==> config.mk <==
export PLATFORM = sky130hd
export DESIGN_NAME = learned_clause_canonicalizer_top
export DESIGN_NICKNAME = d
export VERILOG_FILES = /design/src/rtl/lcc_pkg.sv /design/src/rtl/learned_clause_canonicalizer_top.sv /design/src/rtl/lcc_ram.sv /design/src/rtl/lcc_order.sv
export SDC_FILE = /design/constraint.sdc
export NUM_CORES = 2
export LEC_CHECK = 0
export ABC_AREA = 1
export BUFFER_PORTS_ARGS = -buffer_cell sky130_fd_sc_hd__buf_2
export CAP_MARGIN = 20
export CORE_ASPECT_RATIO = 1.1
export CORE_MARGIN = 2
export CORE_UTILIZATION = 35
export DETAILED_ROUTE_END_ITERATION = 8
export PLACE_DENSITY_LB_ADDON = 0.1
export SLEW_MARGIN = 5
export SYNTH_ARGS = -nofsm -noshare
export SYNTH_HDL_FRONTEND = slang
export SYNTH_SLANG_ARGS = --single-unit
==> constraint.sdc <==
create_clock -name clk_i -period 15.45 [get_ports clk_i]
set_input_delay 3.09 -clock clk_i [delete_from_list [all_inputs] [get_ports clk_i]]
set_output_delay 3.09 -clock clk_i [all_outputs]
set_load 0.05 [all_outputs]
==> src/rtl/lcc_pkg.sv <==
package lcc_pkg;

  // Default configuration of the canonicalizer.
  localparam int MaxClauseLenDef = 64;
  localparam int VariableBitsDef = 24;

  // Fixed field widths.
  localparam int SizeW   = 20;
  localparam int StatusW = 3;
  localparam int CountW  = 32;

  // Request kinds.
  localparam logic REQ_ANNOUNCE = 1'b0;
  localparam logic REQ_LITERAL  = 1'b1;

  // Result status codes.
  localparam logic [StatusW-1:0] ST_OK        = 3'd0;
  localparam logic [StatusW-1:0] ST_NO_CLAUSE = 3'd1;
  localparam logic [StatusW-1:0] ST_LENGTH    = 3'd2;
  localparam logic [StatusW-1:0] ST_DUPLICATE = 3'd3;
  localparam logic [StatusW-1:0] ST_TAUTOLOGY = 3'd4;

  // Outcome of one pass through the shared literal comparator.
  typedef struct packed {
    logic ahead;     // a sorts ahead of b
    logic same;      // a equals b
    logic opposite;  // a equals -b
  } cmp_t;

  function automatic logic [CountW-1:0] sat_inc(input logic [CountW-1:0] c);
    sat_inc = (c == '1) ? c : c + CountW'(1);
  endfunction

endpackage

==> src/rtl/learned_clause_canonicalizer_top.sv <==
// Channel  | Direction | Handshake                        | Payload
// request  | in        | start high while busy low        | req_type_i, clause_size_i, literal_i
// result   | out       | result_valid_o high, one cycle   | accepted_o, status_o,
//          |           |                                  | sorted_literal_o, last_o, counters
//
// Announce and literal requests leave busy low, and so does a closing
// zero literal that ends in a length mismatch or an empty clause. Otherwise a
// closing zero literal raises busy for an insertion sort, an adjacent-pair
// scan and, when the clause is valid, the emission pass; a clause dropped as
// a duplicate or a tautology skips the emission. The one read port of the
// literal memory and the single comparator serve every pass.
// Reset clears the sequencer, the clause state and the counters at once.
// The receiver cannot stall: each result is shown for exactly one cycle.
module learned_clause_canonicalizer_top
  import lcc_pkg::*;
#(
  parameter int MaxClauseLen = MaxClauseLenDef,
  parameter int VariableBits = VariableBitsDef
) (
  input  logic                        clk_i,
  input  logic                        rst_ni,
  input  logic                        start,
  output logic                        busy,
  input  logic                        req_type_i,
  input  logic [SizeW-1:0]            clause_size_i,
  input  logic signed [VariableBits:0] literal_i,
  output logic                        result_valid_o,
  output logic                        accepted_o,
  output logic [StatusW-1:0]          status_o,
  output logic signed [VariableBits:0] sorted_literal_o,
  output logic                        last_o,
  output logic [CountW-1:0]           offered_count_o,
  output logic [CountW-1:0]           rejected_count_o,
  output logic [CountW-1:0]           stored_count_o
);

  localparam int LitW  = VariableBits + 1;
  localparam int AddrW = (MaxClauseLen > 1) ? $clog2(MaxClauseLen) : 1;
  localparam int IdxW  = $clog2(MaxClauseLen + 1);

  // Sequencer states. Literals are gathered in idle; closing a clause runs
  // an insertion sort in the memory, then an adjacent-pair scan for
  // duplicates and tautologies, then, for a clause that is kept, the emission pass.
  localparam logic [3:0] S_IDLE       = 4'd0;
  localparam logic [3:0] S_SORT_FETCH = 4'd1;
  localparam logic [3:0] S_SORT_LOAD  = 4'd2;
  localparam logic [3:0] S_SORT_CMP   = 4'd3;
  localparam logic [3:0] S_SORT_PLACE = 4'd4;
  localparam logic [3:0] S_SCAN_RD    = 4'd5;
  localparam logic [3:0] S_SCAN_CHK   = 4'd6;
  localparam logic [3:0] S_JUDGE      = 4'd7;
  localparam logic [3:0] S_EMIT_RD    = 4'd8;
  localparam logic [3:0] S_EMIT_OUT   = 4'd9;

  logic [3:0]        state_q, state_d;
  logic [IdxW-1:0]   fill_q, fill_d;
  logic [IdxW-1:0]   expect_q, expect_d;
  logic              ovf_q, ovf_d;
  logic              open_q, open_d;
  logic [CountW-1:0] offered_q, offered_d;
  logic [CountW-1:0] rejected_q, rejected_d;
  logic [CountW-1:0] stored_q, stored_d;
  logic              res_valid_q, res_valid_d;

  logic [IdxW-1:0]   i_q, i_d;
  logic [IdxW-1:0]   j_q, j_d;
  logic [IdxW-1:0]   k_q, k_d;
  logic [LitW-1:0]   v_q, v_d;
  logic [LitW-1:0]   prev_q, prev_d;
  logic              dup_q, dup_d;
  logic              taut_q, taut_d;
  logic              res_acc_q, res_acc_d;
  logic [StatusW-1:0] res_status_q, res_status_d;
  logic [LitW-1:0]   res_lit_q, res_lit_d;
  logic              res_last_q, res_last_d;

  logic              ram_we;
  logic [AddrW-1:0]  ram_waddr;
  logic [LitW-1:0]   ram_wdata;
  logic [AddrW-1:0]  ram_raddr;
  logic [LitW-1:0]   ram_rdata;

  logic              size_ok;
  logic [IdxW-1:0]   i_m1;
  logic [IdxW-1:0]   j_m2;
  logic [IdxW-1:0]   k_p1;
  logic              sorting;
  logic signed [VariableBits:0] cmp_a;
  logic signed [VariableBits:0] cmp_b;
  cmp_t              cmp;

  lcc_ram #(
    .Width (LitW),
    .Depth (MaxClauseLen)
  ) u_store (
    .clk_i   (clk_i),
    .we_i    (ram_we),
    .waddr_i (ram_waddr),
    .wdata_i (ram_wdata),
    .raddr_i (ram_raddr),
    .rdata_o (ram_rdata)
  );

  // The one comparator serves both the sort (held value against memory) and
  // the scan (memory against the previous sorted literal).
  assign sorting = (state_q == S_SORT_CMP);
  assign cmp_a   = sorting ? $signed(v_q) : $signed(ram_rdata);
  assign cmp_b   = sorting ? $signed(ram_rdata) : $signed(prev_q);

  lcc_order #(
    .VariableBits (VariableBits)
  ) u_order (
    .a_i   (cmp_a),
    .b_i   (cmp_b),
    .res_o (cmp)
  );

  assign size_ok = (clause_size_i <= SizeW'(MaxClauseLen));
  assign i_m1    = i_q - IdxW'(1);
  assign j_m2    = j_q - IdxW'(2);
  assign k_p1    = k_q + IdxW'(1);
  assign busy    = (state_q != S_IDLE);

  always_comb begin
    state_d      = state_q;
    fill_d       = fill_q;
    expect_d     = expect_q;
    ovf_d        = ovf_q;
    open_d       = open_q;
    offered_d    = offered_q;
    rejected_d   = rejected_q;
    stored_d     = stored_q;
    res_valid_d  = 1'b0;
    i_d          = i_q;
    j_d          = j_q;
    k_d          = k_q;
    v_d          = v_q;
    prev_d       = prev_q;
    dup_d        = dup_q;
    taut_d       = taut_q;
    res_acc_d    = res_acc_q;
    res_status_d = res_status_q;
    res_lit_d    = res_lit_q;
    res_last_d   = res_last_q;
    ram_we       = 1'b0;
    ram_waddr    = fill_q[AddrW-1:0];
    ram_wdata    = literal_i;
    ram_raddr    = '0;

    unique case (state_q)
      S_IDLE: begin
        if (start) begin
          if (req_type_i == REQ_ANNOUNCE) begin
            // A new announce discards any clause that is still open.
            offered_d = sat_inc(offered_q);
            if (!size_ok) begin
              rejected_d = sat_inc(rejected_q);
            end
            open_d       = size_ok;
            fill_d       = '0;
            ovf_d        = 1'b0;
            expect_d     = size_ok ? clause_size_i[IdxW-1:0] : '0;
            res_valid_d  = 1'b1;
            res_acc_d    = size_ok;
            res_status_d = ST_OK;
            res_lit_d    = '0;
            res_last_d   = 1'b1;
          end else if (!open_q) begin
            res_valid_d  = 1'b1;
            res_acc_d    = 1'b0;
            res_status_d = ST_NO_CLAUSE;
            res_lit_d    = '0;
            res_last_d   = 1'b1;
          end else if (literal_i != '0) begin
            if (fill_q != IdxW'(MaxClauseLen)) begin
              ram_we = 1'b1;
              fill_d = fill_q + IdxW'(1);
            end else begin
              ovf_d = 1'b1;
            end
          end else begin
            open_d       = 1'b0;
            res_acc_d    = 1'b0;
            res_lit_d    = '0;
            res_last_d   = 1'b1;
            res_status_d = ST_OK;
            if (ovf_q || (fill_q != expect_q)) begin
              res_valid_d  = 1'b1;
              res_status_d = ST_LENGTH;
            end else if (fill_q == '0) begin
              // An empty clause is valid and reported as a single zero.
              stored_d    = sat_inc(stored_q);
              res_valid_d = 1'b1;
            end else begin
              i_d     = IdxW'(1);
              state_d = S_SORT_FETCH;
            end
          end
        end
      end

      S_SORT_FETCH: begin
        if (i_q == fill_q) begin
          k_d     = '0;
          dup_d   = 1'b0;
          taut_d  = 1'b0;
          state_d = S_SCAN_RD;
        end else begin
          ram_raddr = i_q[AddrW-1:0];
          state_d   = S_SORT_LOAD;
        end
      end

      S_SORT_LOAD: begin
        v_d       = ram_rdata;
        j_d       = i_q;
        ram_raddr = i_m1[AddrW-1:0];
        state_d   = S_SORT_CMP;
      end

      S_SORT_CMP: begin
        ram_we    = 1'b1;
        ram_waddr = j_q[AddrW-1:0];
        if (cmp.ahead) begin
          // Shift the larger literal up one place and look one further down.
          ram_wdata = ram_rdata;
          j_d       = j_q - IdxW'(1);
          if (j_q == IdxW'(1)) begin
            state_d = S_SORT_PLACE;
          end else begin
            ram_raddr = j_m2[AddrW-1:0];
          end
        end else begin
          ram_wdata = v_q;
          i_d       = i_q + IdxW'(1);
          state_d   = S_SORT_FETCH;
        end
      end

      S_SORT_PLACE: begin
        ram_we    = 1'b1;
        ram_waddr = j_q[AddrW-1:0];
        ram_wdata = v_q;
        i_d       = i_q + IdxW'(1);
        state_d   = S_SORT_FETCH;
      end

      S_SCAN_RD: begin
        ram_raddr = k_q[AddrW-1:0];
        state_d   = S_SCAN_CHK;
      end

      S_SCAN_CHK: begin
        if (k_q != '0) begin
          dup_d  = dup_q | cmp.same;
          taut_d = taut_q | cmp.opposite;
        end
        prev_d  = ram_rdata;
        k_d     = k_p1;
        state_d = (k_p1 == fill_q) ? S_JUDGE : S_SCAN_RD;
      end

      S_JUDGE: begin
        res_acc_d  = 1'b0;
        res_lit_d  = '0;
        res_last_d = 1'b1;
        // Duplicates take priority over tautologies.
        if (dup_q) begin
          res_valid_d  = 1'b1;
          res_status_d = ST_DUPLICATE;
          state_d      = S_IDLE;
        end else if (taut_q) begin
          res_valid_d  = 1'b1;
          res_status_d = ST_TAUTOLOGY;
          state_d      = S_IDLE;
        end else begin
          stored_d = sat_inc(stored_q);
          k_d      = '0;
          state_d  = S_EMIT_RD;
        end
      end

      S_EMIT_RD: begin
        ram_raddr = k_q[AddrW-1:0];
        state_d   = S_EMIT_OUT;
      end

      S_EMIT_OUT: begin
        res_valid_d  = 1'b1;
        res_acc_d    = 1'b0;
        res_status_d = ST_OK;
        res_lit_d    = ram_rdata;
        res_last_d   = (k_p1 == fill_q);
        k_d          = k_p1;
        state_d      = (k_p1 == fill_q) ? S_IDLE : S_EMIT_RD;
      end

      default: begin
        state_d = S_IDLE;
      end
    endcase
  end

  always_ff @(posedge clk_i or negedge rst_ni) begin
    if (!rst_ni) begin
      state_q     <= S_IDLE;
      fill_q      <= '0;
      expect_q    <= '0;
      ovf_q       <= 1'b0;
      open_q      <= 1'b0;
      offered_q   <= '0;
      rejected_q  <= '0;
      stored_q    <= '0;
      res_valid_q <= 1'b0;
    end else begin
      state_q     <= state_d;
      fill_q      <= fill_d;
      expect_q    <= expect_d;
      ovf_q       <= ovf_d;
      open_q      <= open_d;
      offered_q   <= offered_d;
      rejected_q  <= rejected_d;
      stored_q    <= stored_d;
      res_valid_q <= res_valid_d;
    end
  end

  always_ff @(posedge clk_i) begin
    i_q          <= i_d;
    j_q          <= j_d;
    k_q          <= k_d;
    v_q          <= v_d;
    prev_q       <= prev_d;
    dup_q        <= dup_d;
    taut_q       <= taut_d;
    res_acc_q    <= res_acc_d;
    res_status_q <= res_status_d;
    res_lit_q    <= res_lit_d;
    res_last_q   <= res_last_d;
  end

  // The counters already hold their post-request values when a result shows.
  assign result_valid_o   = res_valid_q;
  assign accepted_o       = res_acc_q;
  assign status_o         = res_status_q;
  assign sorted_literal_o = $signed(res_lit_q);
  assign last_o           = res_last_q;
  assign offered_count_o  = offered_q;
  assign rejected_count_o = rejected_q;
  assign stored_count_o   = stored_q;

endmodule

==> src/rtl/lcc_ram.sv <==
module lcc_ram #(
  parameter int Width = 25,
  parameter int Depth = 64,
  localparam int AddrW = (Depth > 1) ? $clog2(Depth) : 1
) (
  input  logic             clk_i,
  input  logic             we_i,
  input  logic [AddrW-1:0] waddr_i,
  input  logic [Width-1:0] wdata_i,
  input  logic [AddrW-1:0] raddr_i,
  output logic [Width-1:0] rdata_o
);

  logic [Width-1:0] mem_q [Depth];
  logic [Width-1:0] rdata_q;

  always_ff @(posedge clk_i) begin
    if (we_i) begin
      mem_q[waddr_i] <= wdata_i;
    end
    rdata_q <= mem_q[raddr_i];
  end

  assign rdata_o = rdata_q;

endmodule

==> src/rtl/lcc_order.sv <==
module lcc_order
  import lcc_pkg::*;
#(
  parameter int VariableBits = VariableBitsDef
) (
  input  logic signed [VariableBits:0] a_i,
  input  logic signed [VariableBits:0] b_i,
  output cmp_t                         res_o
);

  localparam int LitW = VariableBits + 1;

  logic        [LitW-1:0] mag_a;
  logic        [LitW-1:0] mag_b;
  logic signed [LitW:0]   a_ext;
  logic signed [LitW:0]   b_neg;

  // The most negative literal wraps to 2^VariableBits, which is its true
  // magnitude when read as unsigned.
  assign mag_a = a_i[VariableBits] ? $unsigned(-a_i) : $unsigned(a_i);
  assign mag_b = b_i[VariableBits] ? $unsigned(-b_i) : $unsigned(b_i);

  // Negation is done one bit wider so the most negative literal has no match.
  assign a_ext = {a_i[VariableBits], a_i};
  assign b_neg = -{b_i[VariableBits], b_i};

  assign res_o.ahead    = (mag_a != mag_b) ? (mag_a < mag_b) : (a_i < b_i);
  assign res_o.same     = (a_i == b_i);
  assign res_o.opposite = (a_ext == b_neg);

endmodule
==> impl_metrics.csv <==
group,metric,value,unit
outcome,status,"finished clean",
worst_setup_path,max_stage_delay,910,ps
final_layout,area_growth,12.5,%
routing,vias,60226,
grt,grt_max_degree,167,
placed_design,port_buffers,176,
cts,insertion_delay,880,ps
floorplan,row_count,190,
timing,worst_slew_pin_slew,1160,ps
grt,antenna_found_initial,13,
cts,root_buffer,"clkbuf_16",
synthesis,synth.mux.area_fraction,0,%
timing,fmax,0.102,GHz
routing,firstDrtPassIters,6,
timing,clock_skew,54.8,ps
worst_setup_path,worst_path_max_delay_cell,"buf_4",
synthesis,synth_top_area_cell,"edfxtp_1",
synthesis,ys_types,66,
timing,rsz0062_at_grt,"no",
routing,drtIter0Drc,5580,
worst_setup_path,crit_path_start_kind,"flip-flop",
routing,wirelength_met1,130000,um
power_and_ir_drop,cellPowerDensity,220,nW/um^2
synthesis,ys_top_cells_by_area,"edfxtp_1 60%, nand3_1 10%, nand2_1 6.0%, nand3b_1 5.3%, inv_1 5.1%",
cts,clk_pin_slew,60,ps
cts,cts.path.max_buffers,4,
worst_setup_path,worstPathMaxFanout,67,
cts,cts.sinks,1845,
synthesis,yosysSeqAreaShare,63.7,%
synthesis,yosysWarnings,0,
synthesis,syn_avg_cell_area,10.5,um^2
synthesis,synthXorXnorAreaFrac,1.69,%
placed_design,place_hpwl,163000,um
floorplan,die_area,249000,um^2
grt,grt-ovfl-total,0,
floorplan,core,244000,um^2
cts,cts_tree,"built",
cts,post_cts_buffers,0,
synthesis,synth_common_cells,"1779 x nand3_1, 1703 x edfxtp_1, 1370 x nand2_1",
synthesis,synth_compound_area_share,1.53,%
synthesis,ys_async_sr_fraction,6.34,%
routing,drc,0,
synthesis,ys_ff_latch,1845,
floorplan,io_pins,177,
synthesis,synth_most_common_cell,"nand3_1",
routing,dr.max_layer_used,"met5",
timing,fin_crit,9830,ps
grt,grt_pass1_wl,418000,um
grt,grt_pass1_vias,58074,
cts,cts_made_buffers,209,
timing,slew-limit-headroom,22.9,%
routing,route.met2.wl,132000,um
synthesis,synth_ff_type,"edfxtp_1",
worst_setup_path,endpoint_kind,"flip-flop",
timing,fin_crit_sh,63.6,%
worst_setup_path,critPathKind,"reg -> reg",
timing,setup-tns-final,0,ps
worst_setup_path,crit_required,16240,ps
routing,postRouteAntennaNets,0,
routing,wl_met3,17200,um
worst_setup_path,cp_data_arrival_time,10620,ps
run,drv_cap,0,
routing,via_per_inst,5.18,
final_layout,nets,8301,
power_and_ir_drop,p_total,21300,uW
power_and_ir_drop,p_leak,0.0379,uW
synthesis,syn_nets,8245,
final_layout,drive_gt1_share,8.96,%
synthesis,synth_cells,8132,
timing,drv_slew,0,
synthesis,synthesis.area,85700,um^2
synthesis,synth-edff-count,1703,
synthesis,synth-simple-area-share,24.2,%
floorplan,die_y,523,um
final_layout,fin_cells,11621,
cts,cts_hold_buf,0,
floorplan,die_x,476,um
cts,cts_htree_levels,4,
synthesis,synth_top_family_by_area,"simple AND/OR/NAND/NOR gates",
worst_setup_path,timing.critical_path.mode_cell,"nand3_1",
floorplan,start_util,35.2,%
synthesis,synth_top_area_share,59.7,%
final_layout,final_util,39.6,%
timing,timing.hold.ws,488,ps
synthesis,synthAdderAreaFrac,0.934,%
power_and_ir_drop,ir_drop,0.198,mV
routing,routed_wl,289000,um
timing,finalSetupViolCount,0,
routing,wl_per_cell,24.9,um
placed_design,gp_congestion,0.854,
grt,gr-usage-all-layers,22.8,%
placed_design,placed_cells,11240,
min_path,hp-class,"reg -> reg",
cts,cts_resized,0,
timing,hold_viol_final,0,
==> per-stage QoR <==
step,area (um^2),worst slack [ps]
final,96500,5620
after global placement,90000,5670
after detailed placement,90000,5790
after floorplan,85700,8600
after global routing,96400,5060
after CTS,96400,5730
==> cells in the final DEF, fill, tap and decap left out, types with 49 or more instances in the layout <==
master / netlist / layout
nand3b_1: 601 / 601
nand2_1: 1370 / 1366
clkbuf_1: 154 / 65
nand4_1: 49 / 49
nand3_1: 1779 / 1779
o21ai_0: 80 / 80
buf_4: 19 / 122
dfrtp_1: 117 / 117
edfxtp_1: 1703 / 1703
clkbuf_16: 0 / 213
nor2_1: 252 / 214
inv_1: 1167 / 1148
buf_2: 254 / 175
ha_1: 64 / 64
xor2_1: 121 / 121
==> area by class of cell <==
class,count,area (um^2)
Sequential cell,1845,54600
Clock inverter,81,613
Clock buffer,291,5750
Multi-Input combinational cell,4629,24800
Fill cell,23630,147000
Inverter,1191,4500
Antenna cell,8,20.0
Tap cell,3264,4080
Timing Repair Buffer,312,2110
==> critical path: cells and delay by family, from the launching register on <==
kind	cells	cell delay, ps
buf+inv	7	2610
compound gates	2	250
xor+xnor	1	220
fa+ha+maj	2	550
simple gates	20	5520
flops	1	450
==> registers in the layout, summed over array words and instances (netlist names), 25 cells and up <==
signal / flops
offered_count_o: 32
v_q: 25
prev_q: 25
u_store.mem_q: 1600
sorted_literal_o: 25
u_store.rdata_o: 25
rejected_count_o: 32
stored_count_o: 32
==> routing by layer <==
layer	global-route usage [%]	up-vias
met4	7.39	4
met3	3.10	393
met1	32.0	30135
met2	36.3	1866
met5	0	-
li1	-	27828
==> final timing paths <==
check | start | to | slack, ps | cells past startpoint
max | state_q[0] | u_store.rdata_o[8] | 5620 | 32
min | rejected_count_o[30] | rejected_count_o[30] | 490 | 1
max reg2reg | state_q[0] | u_store.rdata_o[8] | 5620 | 32
min reg2reg | rejected_count_o[30] | rejected_count_o[30] | 490 | 1
max in group asynchronous | rst_ni | state_q[0] | 11800 | 2
min in group asynchronous | rst_ni | offered_count_o[16] | 2270 | 1
==> power by group <==
group	total (uW)	internal (uW)	switching [uW]	leakage (uW)
combinational	9940	2380	7570	0.0177
sequential	6560	6300	261	0.0171
clock	4750	2700	2050	0.00311
total	21300	11400	9880	0.0379
==> logic make-up after synthesis <==
| group | after synthesis |
|---|---|
| AO/OA/AOI/OAI | 222 |
| XOR/XNOR | 161 |
| adder cells (fa/ha/maj) | 64 |
| buffers and inverters | 1658 |
| flip-flops | 1845 |
| AND/OR/NAND/NOR | 4182 |
Power figures use the tool's default switching activity.
